## src/rtl/sha_pkg.sv

```systemverilog
// SHA-256 hasher package: round constants, initial hash values, the shared item type.
// No dependencies.
package sha_pkg;

    localparam logic [31:0] K_ROUND [64] = '{
        32'h428a2f98, 32'h71374491, 32'hb5c0fbcf, 32'he9b5dba5,
        32'h3956c25b, 32'h59f111f1, 32'h923f82a4, 32'hab1c5ed5,
        32'hd807aa98, 32'h12835b01, 32'h243185be, 32'h550c7dc3,
        32'h72be5d74, 32'h80deb1fe, 32'h9bdc06a7, 32'hc19bf174,
        32'he49b69c1, 32'hefbe4786, 32'h0fc19dc6, 32'h240ca1cc,
        32'h2de92c6f, 32'h4a7484aa, 32'h5cb0a9dc, 32'h76f988da,
        32'h983e5152, 32'ha831c66d, 32'hb00327c8, 32'hbf597fc7,
        32'hc6e00bf3, 32'hd5a79147, 32'h06ca6351, 32'h14292967,
        32'h27b70a85, 32'h2e1b2138, 32'h4d2c6dfc, 32'h53380d13,
        32'h650a7354, 32'h766a0abb, 32'h81c2c92e, 32'h92722c85,
        32'ha2bfe8a1, 32'ha81a664b, 32'hc24b8b70, 32'hc76c51a3,
        32'hd192e819, 32'hd6990624, 32'hf40e3585, 32'h106aa070,
        32'h19a4c116, 32'h1e376c08, 32'h2748774c, 32'h34b0bcb5,
        32'h391c0cb3, 32'h4ed8aa4a, 32'h5b9cca4f, 32'h682e6ff3,
        32'h748f82ee, 32'h78a5636f, 32'h84c87814, 32'h8cc70208,
        32'h90befffa, 32'ha4506ceb, 32'hbef9a3f7, 32'hc67178f2
    };

    localparam logic [31:0] H_INIT [8] = '{
        32'h6a09e667, 32'hbb67ae85, 32'h3c6ef372, 32'ha54ff53a,
        32'h510e527f, 32'h9b05688c, 32'h1f83d9ab, 32'h5be0cd19
    };

    localparam logic [7:0] PAD_BYTE = 8'h80;

    // one classified item handed from front to back
    typedef struct packed {
        logic [7:0] data_byte;
        logic       byte_valid;
        logic       last;
    } t_item;

    function automatic logic [31:0] rotr(input logic [31:0] x, input int n);
        rotr = (x >> n) | (x << (32 - n));
    endfunction

endpackage

```

## src/rtl/sha256_stream_hasher_core.sv

```systemverilog
// SHA-256 byte-stream hasher, top level. Depends on sha_pkg, sha_front, sha_back.
// Throughput: one byte a cycle into a 4-entry queue while it has room; a full block then
// runs the load, round and add states (one round a cycle) while input backs up.
// Closing block: pad pass plus load, rounds and add; the first digest word is valid after
// that (after an extra block when the message ends on a full block or needs two pad blocks).
// Reset (synchronous, active low) restores initial hash values and empties the queue.
module sha256_stream_hasher_core (
    input  logic        i_clk,
    input  logic        i_rst_n,
    input  logic        s_axis_tvalid,
    output logic        s_axis_tready,
    input  logic [7:0]  s_axis_tdata,  // [7:0] data_byte
    input  logic        s_axis_tuser,  // byte_valid
    input  logic        s_axis_tlast,  // last
    output logic        m_axis_tvalid,
    input  logic        m_axis_tready,
    output logic [31:0] m_axis_tdata, // [31:0] digest_word
    output logic [2:0]  m_axis_tuser, // [2:0] word_index
    output logic        m_axis_tlast  // last_word
);
    sha_pkg::t_item in_item, q_item;
    logic q_valid, q_pop;

    assign in_item = '{data_byte: s_axis_tdata, byte_valid: s_axis_tuser,
                       last: s_axis_tlast};

    sha_front u_front (
        .i_clk, .i_rst_n, .i_valid(s_axis_tvalid), .o_ready(s_axis_tready),
        .i_item(in_item), .o_q_valid(q_valid), .i_q_pop(q_pop), .o_q_item(q_item));

    sha_back u_back (
        .i_clk, .i_rst_n, .i_q_valid(q_valid), .o_q_pop(q_pop), .i_q_item(q_item),
        .o_valid(m_axis_tvalid), .i_ready(m_axis_tready), .o_word(m_axis_tdata),
        .o_index(m_axis_tuser), .o_last(m_axis_tlast));
endmodule

```

## src/rtl/sha_front.sv

```systemverilog
// Front end: accepts bytes, drops empty items, queues the rest in a small FIFO.
// Depends on sha_pkg.
module sha_front (
    input  logic           i_clk,
    input  logic           i_rst_n,
    input  logic           i_valid,
    output logic           o_ready,
    input  sha_pkg::t_item i_item,
    output logic           o_q_valid,
    input  logic           i_q_pop,
    output sha_pkg::t_item o_q_item
);
    sha_pkg::t_item r_q [4];
    logic [1:0] r_wp, r_rp;
    logic [2:0] r_cnt;
    logic       push, pop;

    assign o_ready   = (r_cnt != 3'd4);
    assign push      = i_valid && o_ready && (i_item.byte_valid || i_item.last);
    assign pop       = i_q_pop && (r_cnt != 3'd0);
    assign o_q_valid = (r_cnt != 3'd0);
    assign o_q_item  = r_q[r_rp];

    always_ff @(posedge i_clk) begin
        if (push) r_q[r_wp] <= i_item;
        if (!i_rst_n) begin
            r_wp <= '0; r_rp <= '0; r_cnt <= '0;
        end else begin
            if (push) r_wp <= r_wp + 2'd1;
            if (pop) r_rp <= r_rp + 2'd1;
            r_cnt <= r_cnt + {2'd0, push} - {2'd0, pop};
        end
    end

    a_no_overflow: assert property (@(posedge i_clk) disable iff (!i_rst_n)
        r_cnt <= 3'd4) else $error("queue overflow");
    a_no_underflow: assert property (@(posedge i_clk) disable iff (!i_rst_n)
        (r_cnt == 3'd0) |-> !pop) else $error("queue underflow");
    a_count: assert property (@(posedge i_clk) disable iff (!i_rst_n)
        (push && !pop && r_cnt != 3'd4) |=> r_cnt == $past(r_cnt) + 3'd1)
        else $error("count slip");
endmodule

```

## src/rtl/sha_ram.sv

```systemverilog
// Generic single-port-write, one-read RAM with registered read data.
// No dependencies.
module sha_ram #(
    parameter int WIDTH = 8,
    parameter int DEPTH = 64
) (
    input  logic                     i_clk,
    input  logic                     i_we,
    input  logic [$clog2(DEPTH)-1:0] i_waddr,
    input  logic [WIDTH-1:0]         i_wdata,
    input  logic [$clog2(DEPTH)-1:0] i_raddr,
    output logic [WIDTH-1:0]         o_rdata
);
    logic [WIDTH-1:0] r_mem [DEPTH];
    always_ff @(posedge i_clk) begin
        if (i_we) r_mem[i_waddr] <= i_wdata;
        o_rdata <= r_mem[i_raddr];
    end
endmodule

```

## src/rtl/sha_back.sv

```systemverilog
// Back end: buffers the block, pads, runs 64 rounds one per cycle, emits digest.
// Depends on sha_pkg and sha_ram.
module sha_back (
    input  logic           i_clk,
    input  logic           i_rst_n,
    input  logic           i_q_valid,
    output logic           o_q_pop,
    input  sha_pkg::t_item i_q_item,
    output logic           o_valid,
    input  logic           i_ready,
    output logic [31:0]    o_word,
    output logic [2:0]     o_index,
    output logic           o_last
);
    typedef enum logic [6:0] {
        S_IDLE  = 7'b0000001,
        S_PAD   = 7'b0000010,  // write padding bytes into the buffer
        S_LOAD  = 7'b0000100,  // read 64 bytes into the schedule window
        S_ROUND = 7'b0001000,
        S_ADD   = 7'b0010000,
        S_OUT   = 7'b0100000,
        S_DONE  = 7'b1000000
    } t_state;

    t_state      r_state;
    logic [31:0] r_h [8];
    logic [31:0] r_v [8];
    logic [31:0] r_w [16];
    logic [5:0]  r_fill;
    logic [63:0] r_bits;
    logic [63:0] r_total;
    logic [6:0]  r_cnt;
    logic        r_final, r_second;
    logic [7:0]  pad_byte;
    logic        we;
    logic [5:0]  waddr, raddr;
    logic [7:0]  wdata, rdata;
    logic [5:0]  ld_pos;
    logic [31:0] big0, big1, ch, maj, t1, t2, s0, s1, w_new, w_cur;

    sha_ram #(.WIDTH(8), .DEPTH(64)) u_buf (
        .i_clk, .i_we(we), .i_waddr(waddr), .i_wdata(wdata),
        .i_raddr(raddr), .o_rdata(rdata));

    assign o_q_pop = (r_state == S_IDLE) && i_q_valid;
    assign raddr   = r_cnt[5:0];
    // byte position captured this load cycle (read data is registered, so it belongs to the previous address)
    assign ld_pos  = r_cnt[5:0] - 6'd1;

    // padding byte at r_cnt: 0x80 at fill, length in 56..63 of the closing block
    always_comb begin
        pad_byte = '0;
        if (!r_second && r_cnt[5:0] == r_fill) pad_byte = sha_pkg::PAD_BYTE;
        else if (r_cnt[5:0] >= 6'd56 && (r_second || r_fill < 6'd56))
            pad_byte = r_total[6'd63 - {r_cnt[2:0], 3'd0} -: 8];
    end

    always_comb begin
        we = 1'b0; waddr = r_fill; wdata = i_q_item.data_byte;
        if (o_q_pop && i_q_item.byte_valid) we = 1'b1;
        else if (r_state == S_PAD &&
                 (r_second || r_cnt[5:0] >= r_fill)) begin
            we = 1'b1; waddr = r_cnt[5:0]; wdata = pad_byte;
        end
    end

    always_comb begin
        w_cur = r_w[0];
        s0 = sha_pkg::rotr(r_w[1], 7) ^ sha_pkg::rotr(r_w[1], 18) ^ (r_w[1] >> 3);
        s1 = sha_pkg::rotr(r_w[14], 17) ^ sha_pkg::rotr(r_w[14], 19) ^ (r_w[14] >> 10);
        w_new = s1 + r_w[9] + s0 + r_w[0];
        big1 = sha_pkg::rotr(r_v[4], 6) ^ sha_pkg::rotr(r_v[4], 11)
             ^ sha_pkg::rotr(r_v[4], 25);
        ch   = (r_v[4] & r_v[5]) ^ (~r_v[4] & r_v[6]);
        t1   = r_v[7] + big1 + ch + sha_pkg::K_ROUND[r_cnt[5:0]] + w_cur;
        big0 = sha_pkg::rotr(r_v[0], 2) ^ sha_pkg::rotr(r_v[0], 13)
             ^ sha_pkg::rotr(r_v[0], 22);
        maj  = (r_v[0] & r_v[1]) ^ (r_v[0] & r_v[2]) ^ (r_v[1] & r_v[2]);
        t2   = big0 + maj;
    end

    assign o_valid = (r_state == S_OUT);
    assign o_word  = r_h[r_cnt[2:0]];
    assign o_index = r_cnt[2:0];
    assign o_last  = (r_cnt[2:0] == 3'd7);

    always_ff @(posedge i_clk) begin
        if (!i_rst_n) begin
            r_state <= S_IDLE; r_fill <= '0; r_bits <= '0; r_cnt <= '0;
            r_final <= 1'b0; r_second <= 1'b0;
            for (int i = 0; i < 8; i++) r_h[i] <= sha_pkg::H_INIT[i];
        end else begin
            case (r_state)
                S_IDLE: if (o_q_pop) begin
                    r_cnt <= '0;
                    r_second <= 1'b0;
                    r_final <= 1'b0;
                    if (i_q_item.byte_valid) begin
                        r_fill <= r_fill + 6'd1;
                        if (r_fill == 6'd63) begin
                            // byte fills the block; if it is the last byte, r_bits stays behind so
                            // r_total != r_bits owes a fresh pad block afterwards
                            if (!i_q_item.last) r_bits <= r_bits + 64'd512;
                            r_total <= r_bits + 64'd512;
                            r_state <= S_LOAD;
                        end else if (i_q_item.last) begin
                            r_total <= r_bits + {55'd0, r_fill + 6'd1, 3'd0};
                            r_state <= S_PAD;
                        end
                    end else begin
                        r_total <= r_bits + {55'd0, r_fill, 3'd0};
                        r_state <= S_PAD;
                    end
                end
                S_PAD: begin
                    if (r_cnt[5:0] == 6'd63) begin
                        r_cnt <= '0;
                        r_final <= r_second || (r_fill < 6'd56);
                        r_state <= S_LOAD;
                    end else r_cnt <= r_cnt + 7'd1;
                end
                S_LOAD: begin
                    if (r_cnt != 7'd0)
                        r_w[ld_pos[5:2]] <= {r_w[ld_pos[5:2]][23:0], rdata};
                    if (r_cnt == 7'd64) begin
                        r_cnt <= '0;
                        for (int i = 0; i < 8; i++) r_v[i] <= r_h[i];
                        r_state <= S_ROUND;
                    end else r_cnt <= r_cnt + 7'd1;
                end
                S_ROUND: begin
                    r_v[7] <= r_v[6]; r_v[6] <= r_v[5]; r_v[5] <= r_v[4];
                    r_v[4] <= r_v[3] + t1;
                    r_v[3] <= r_v[2]; r_v[2] <= r_v[1]; r_v[1] <= r_v[0];
                    r_v[0] <= t1 + t2;
                    for (int i = 0; i < 15; i++) r_w[i] <= r_w[i + 1];
                    r_w[15] <= w_new;
                    r_cnt <= r_cnt + 7'd1;
                    if (r_cnt == 7'd63) r_state <= S_ADD;
                end
                S_ADD: begin
                    for (int i = 0; i < 8; i++) r_h[i] <= r_h[i] + r_v[i];
                    r_cnt <= '0;
                    if (r_final) r_state <= S_OUT;
                    else if (r_second || r_fill != 6'd0) begin
                        r_second <= 1'b1;
                        r_state  <= S_PAD;
                    end else if (r_total != r_bits) r_state <= S_PAD;
                    else r_state <= S_IDLE;
                end
                S_OUT: if (i_ready) begin
                    r_cnt <= r_cnt + 7'd1;
                    if (r_cnt[2:0] == 3'd7) r_state <= S_DONE;
                end
                S_DONE: begin
                    r_fill <= '0; r_bits <= '0; r_cnt <= '0;
                    for (int i = 0; i < 8; i++) r_h[i] <= sha_pkg::H_INIT[i];
                    r_state <= S_IDLE;
                end
                default: r_state <= S_IDLE;
            endcase
        end
    end

    a_onehot: assert property (@(posedge i_clk) disable iff (!i_rst_n)
        $onehot(r_state)) else $error("state not one-hot");
    a_no_pop_busy: assert property (@(posedge i_clk) disable iff (!i_rst_n)
        o_q_pop |-> r_state == S_IDLE) else $error("pop while busy");
    a_rounds: assert property (@(posedge i_clk) disable iff (!i_rst_n)
        (r_state == S_ROUND && r_cnt == 7'd63) |=> r_state == S_ADD)
        else $error("round count slip");
endmodule

```

## config.mk

```make
export PLATFORM = sky130hd
export DESIGN_NAME = sha256_stream_hasher_core
export DESIGN_NICKNAME = d
export VERILOG_FILES = /design/src/rtl/sha_pkg.sv /design/src/rtl/sha256_stream_hasher_core.sv /design/src/rtl/sha_front.sv /design/src/rtl/sha_ram.sv /design/src/rtl/sha_back.sv
export SDC_FILE = /design/constraint.sdc
export NUM_CORES = 2
export LEC_CHECK = 0
export ABC_CLOCK_PERIOD_IN_PS = 29200
export BUFFER_PORTS_ARGS = -buffer_cell sky130_fd_sc_hd__buf_4
export CAP_MARGIN = 20
export CELL_PAD_IN_SITES_DETAIL_PLACEMENT = 0
export CELL_PAD_IN_SITES_GLOBAL_PLACEMENT = 1
export CORE_MARGIN = 5
export CORE_UTILIZATION = 57
export CTS_CLUSTER_SIZE = 16
export DETAILED_ROUTE_END_ITERATION = 6
export MAX_ROUTING_LAYER = met4
export PLACE_DENSITY_LB_ADDON = 0.1
export SLEW_MARGIN = 20
export SYNTH_ARGS = -nofsm -noshare
export SYNTH_HDL_FRONTEND = slang
export SYNTH_SLANG_ARGS = --single-unit
```

## constraint.sdc

```tcl
create_clock -name i_clk -period 29.2 [get_ports i_clk]
set_input_delay 5.84 -clock i_clk [delete_from_list [all_inputs] [get_ports i_clk]]
set_output_delay 5.84 -clock i_clk [all_outputs]
set_load 0.01 [all_outputs]
```

* Word-level counts from Yosys, hierarchy flattened *
Memories as Yosys holds them, arrays and structs flattened. A register that Yosys moved wholly into a read port is not among the register bits.
Cells that the tools add are included.

word-level totals
  register bits = 157
  memory bits (writable) = 1,576
  bits in read-only memories = 2,048
  bits of input ports = 14
  output and inout bits = 38
  word-level logic and storage cells = 257
  memories = 6

memories
  name                words  width  read ports  clocked after memory_dff  wr ports  RTL line         RTL
  (no name shown)     64     32     1           0                         0         sha_back.sv:75   t1 = r_v[7] + big1 + ch + sha_pkg::K_ROUND[r_cnt[5:0]] + w_cur;
  u_back.r_w          16     32     17          0                         16        sha_back.sv:28   logic [31:0] r_w [16];
  u_back.u_buf.r_mem  64     8      1           1                         1         sha_ram.sv:14    logic [WIDTH-1:0] r_mem [DEPTH];
  u_back.r_h          8      32     9           1                         8         sha_back.sv:26   logic [31:0] r_h [8];
  u_back.r_v          8      32     8           0                         8         sha_back.sv:27   logic [31:0] r_v [8];
  u_front.r_q         4      10     1           1                         1         sha_front.sv:13  sha_pkg::t_item r_q [4];

operators by class
  add/sub/neg operators = 29
  $lt $le $gt $ge = 4
  equality and inequality tests = 28
  shift operators = 1
  muxes and demuxes = 98
  bitwise logic cells = 52
  reduce and logical (&&, ||, !) cells = 29

operator list
  operator                                                          number
  32-bit 2-to-1 mux                                                 27
  32-bit adder                                                      18
  64-bit 2-to-1 mux                                                 7
  32-bit bitwise XOR                                                9
  32-bit bitwise AND                                                5
  64-bit by 9-bit adder with 64-bit output                          2
  64-bit one-hot mux with 2 select lines                            1
  7-bit 2-to-1 mux                                                  15
  7-bit one-hot mux with 6 select lines                             2
  71-bit by 7-bit indexed part select with 8-bit output             1
  64-bit by 10-bit adder with 64-bit output, second input constant  1
  64-bit inequality test                                            1
  8-bit 2-to-1 mux                                                  4
  32-bit inverter                                                   1
  10-bit by 32-bit OR with 32-bit output                            1
  13-bit by 32-bit OR with 32-bit output                            1
  14-bit by 32-bit OR with 32-bit output                            1
  15-bit by 32-bit OR with 32-bit output                            1
  19-bit by 32-bit OR with 32-bit output                            1
  21-bit by 32-bit OR with 32-bit output                            1
  25-bit by 32-bit OR with 32-bit output                            1
  26-bit by 32-bit OR with 32-bit output                            1
  30-bit by 32-bit OR with 32-bit output                            1
  7-bit by 32-bit OR with 32-bit output                             1
  other kinds (49)                                                  137

* Depth between registers and ports, before layout *
An unclocked memory read counts as a cell.

  word-level depth = 10
  depth in mapped cells = 42

* Modules after synthesis *
From an unflattened synthesis, not the netlist that was laid out.

second synthesis, totals
  cell total of the unflattened synthesis = 9,283
  area, all modules = 101,960.3 µm²

by module, submodules not included
  module     times used  cells an instance  area an instance (µm²)
  sha_back   1           8,242              79,850.3
  sha_ram    1           940                20,166.8
  sha_front  1           101                1,943.1

* Worst setup path after synthesis *
Ideal clock, no wire load.

  path kind = input to register
  start point = input i_rst_n
  end point = memory u_back.r_v[0][0] (enable)
  setup time = 0.877 ns
  arrival = 16.889 ns
  data required time = 28.323 ns
  path slack = 11.434 ns
  cell stages on the path = 4
  buffers on the path = 2
  cells stage by stage = inv_2 > buf_4 > clkbuf_1 > nor2_1

RTL lines
  what                RTL line                        RTL
  start: declaration  sha256_stream_hasher_core.sv:9  input logic i_rst_n,
  end: declaration    sha_back.sv:27

==> metrics.csv <==
stage,metric,value,unit
run_status,status,finished clean,
synthesis,post-synth top area share,44.50,%
clocking,Bufs on Longest Clock Path,3,
timing,clock period minus worst slack,11.27,ns
synthesis,Syn Area/Cell,10.84,um2
setup_path,CP peak stage delay,1.04,ns
placement,Post-Place Cells,11400,
setup_path,critical path class,reg -> reg,
detailed_routing,Vias/cell,6.411,
final_layout,"Core Util, Final",62.13,%
setup_path,cell mode on critical path,fa_1,
final_layout,Syn-to-layout area delta,8.630,%
setup_path,endpoint type of the worst setup path,register,
global_routing,Congestion Overflow GR,0,
timing,count of final setup violators,0,
floorplan,die area,0.1872,mm2
clocking,Clk Tree Root Cell,clkbuf_16,
power,Leak,41.03,nW
clocking,CTS tree,built,
global_routing,global-route wire length before repair,483800,um
final_layout,Fill cells,14240,
final_layout,"Net count, final",9856,
global_routing,grt peak-use layer,met2,
synthesis,async set-reset flop share out of synthesis,0,%
setup_path,crit path launch type,register,
placement,GPL Wtd Cong,0.9828,
detailed_routing,Post-route DRC,0,
final_layout,share of layout cells above drive strength 1,10.02,%
floorplan,Die W,432.6,um
setup_path,CP arrival,11.96,ns
detailed_routing,antenna-violating nets left,0,
synthesis,post-synth cell types,103,
floorplan,IO Count,52,
clocking,Inserted Clock Buffers,186,
timing,Slew Limit Fails,0,
setup_path,R2R depth,34,
synthesis,top-count cell post-synth,nand2_1,
global_routing,met2 Usage GRT,53.54,%
setup_path,top cell family by delay on the critical path,compound AO/OA/AOI/OAI gates,
global_routing,vias in the first global route,71440,
setup_path,Stages on worst setup path,34,
timing,clk_skew,0.06273,ns
setup_path,CP max-delay cell,ha_1,
setup_path,"Req. time, crit path",29.89,ns
synthesis,Synth area leader,edfxtp_1,
synthesis,number of enable flip-flop cells after synthesis,1509,
timing,slew margin rel.,22.12,%
timing,Final Hold Viols,0,
synthesis,"Top FF cell, synth",edfxtp_1,
synthesis,"FF+latch count, synth",1734,
clocking,# Post-CTS Setup Buffers,0,
timing,worst slew pin tran,1.161,ns
clocking,CTS H-tree lvls,4,
timing,period utilization,38.61,%
clocking,worst skew pair latency,0.88,ns
worst_hold_path,Hold Path Class,reg -> reg,
global_routing,initial antenna violation count,4,
detailed_routing,WL per Instance,28.05,um
clocking,PostCTS Resize Cnt,0,
global_routing,Tot GR Track Use,35.92,%
setup_path,CP max FO,52,
placement,post-detail-place hpwl,229300,um
floorplan,Chip Height,432.6,um
global_routing,largest net degree at the start of global routing,160,
clocking,cts hold-fix bufs,0,
synthesis,Post-Syn Area,0.1018,mm2
synthesis,"Seq/Total Area, Yosys",48.93,%
global_routing,met1 Track Usage GR,50.92,%
detailed_routing,Post-Route WL,329500,um
floorplan,Initial Util,57.19,%
placement,Port Buf Inserts,51,
detailed_routing,DR pass1 iterations,6,
power,Max IR drop VDD,0.09183,mV
synthesis,Ys Warns,0,
timing,Fmax,0.08870,GHz
worst_hold_path,hold depth,2,
timing,unrepaired setup endpoints after global routing,no,
floorplan,core area,0.1780,mm2
global_routing,GR Layer Usage met3,5.537,%
setup_path,worst reg2reg setup slack,17.93,ns
detailed_routing,DR iter-0 viols,9025,
clocking,CTS sink count,1734,
power,Pwr per Cell Area,56.96,mW/mm2
floorplan,standard-cell rows,155,
setup_path,Worst Path Buf+Inv,3,
synthesis,commonest cells in the netlist,"nand2_1 (2186), edfxtp_1 (1509), nor2_1 (513)",
job,MaxCap Viol Count,0,
synthesis,main area contributors after synthesis,"edfxtp_1 (45%), nand2_1 (8.1%), mux4_2 (7.8%)",
final_layout,final cell count without fillers,11750,
timing,Sum Neg Setup Slack,0,ns
detailed_routing,DR vias,75330,
synthesis,Mapped Nets,10020,
clocking,clk slew on worst S/H paths,0.06,ns
synthesis,Cells after Synth,9395,
## registers in the layout, summed over array words and instances, names as in the netlist, 7 cells and up, named ones only
| register | cells |
|---|---|
| u_back.r_w | 512 |
| u_front.r_q | 40 |
| u_back.r_v | 256 |
| u_back.u_buf.r_mem | 512 |
| u_back.r_state | 7 |
| u_back.r_cnt | 7 |
| u_back.u_buf.o_rdata | 8 |
| u_back.r_h | 256 |
| u_back.r_bits | 55 |
| u_back.r_total | 61 |
## routing by layer
layer | vias up | wire [um]
met5 | - | 0
met4 | 0 | 12880
met3 | 616 | 28960
met2 | 3782 | 148900
met1 | 37690 | 138800
li1 | 33240 | -
## layout make-up
cell class / instances / area (um2) / area share, %
sequential: 1734 / 49850 / 45.07
multi-input combinational: 6760 / 48950 / 44.26
clock buffer: 246 / 5031 / 4.549
tap: 2355 / 2947 / 2.664
inverter: 386 / 1454 / 1.314
timing repair buffer: 164 / 1272 / 1.150
clock inverter: 100 / 1091 / 0.9864
antenna: 5 / 12.51 / 0.01131
## path summary, 6_finish.rpt
kind	to	start
worst max register to register	u_back.r_v[0][30]	u_back.r_cnt[0]
worst max-delay path	u_back.r_v[0][30]	u_back.r_cnt[0]
worst min register to register	u_back.r_w[10][26]	u_back.r_w[11][26]
worst min-delay path	u_back.r_w[10][26]	u_back.r_w[11][26]
## through the flow
| step | hold slack (ns) | instance area, um2 | power (mW) | worst slack (ns) |
|---|---|---|---|---|
| final | 0.4918 | 110600 | 6.300 | 17.93 |
| after global routing | 0.5141 | 110600 | 6.519 | 17.37 |
| after CTS | 0.4848 | 110600 | 6.311 | 17.97 |
| after detailed placement | 0.4768 | 104500 | 3.918 | 17.98 |
| after global placement | 0.4701 | 104500 | 3.891 | 18.03 |
| after floorplan | 0.4534 | 101800 | 3.611 | 11.43 |
## report_power, final
group	switching, mW	internal [mW]
combinational	0.630	0.314
clock	1.07	1.35
sequential	0.0492	2.89
total	1.75	4.55
## cells by family (layout without fill, tap and decap cells)
group,count (synthesis),in the layout,synth area share (%)
mux,446,446,8.784
simple gates,3363,3363,13.90
other cells,1,6,0.003683
buf+inv,901,896,3.395
xor+xnor,687,687,5.910
flops,1734,1734,48.93
fa+ha+maj,614,614,8.980
compound gates,1649,1649,10.10
## cell usage in the layout, fill, tap and decap left out, drive strengths merged, types with 14 or more instances in the layout
| cell | n |
|---|---|
| nand2 | 2186 |
| edfxtp | 1509 |
| nor2 | 513 |
| a21oi | 494 |
| xnor2 | 433 |
| o21ai | 425 |
| ha | 414 |
| inv | 389 |
| mux4 | 354 |
| xor2 | 254 |
| clkbuf | 246 |
| dfxtp | 225 |
| a21o | 201 |
| fa | 196 |
| buf | 164 |
| nand3 | 144 |
| nor3 | 122 |
| a31oi | 78 |
| clkinv | 77 |
| nand2b | 66 |
| a211oi | 63 |
| o211ai | 56 |
| o21a | 53 |
| mux2i | 52 |
| or3 | 51 |
| nand4 | 50 |
| and3 | 44 |
| nor2b | 41 |
| mux2 | 40 |
| o31ai | 39 |
| and2 | 37 |
| o21bai | 34 |
| nor4 | 26 |
| or2 | 24 |
| o22ai | 22 |
| a211o | 19 |
| nor3b | 17 |
| a221oi | 16 |
| a21boi | 15 |
| bufinv | 14 |
## worst register-to-register path, delay by kind of cell (launching register included)
family	cells	cell delay, ns
AOI/OAI and AO/OA	19	4.80
adders and majority gates	8	4.03
DFF	1	0.93
xor gates and xnor gates	1	0.14
buffers and inverters	3	0.55
and+or+nand+nor	3	0.66
Note: power is estimated with default switching activity, not from simulation.
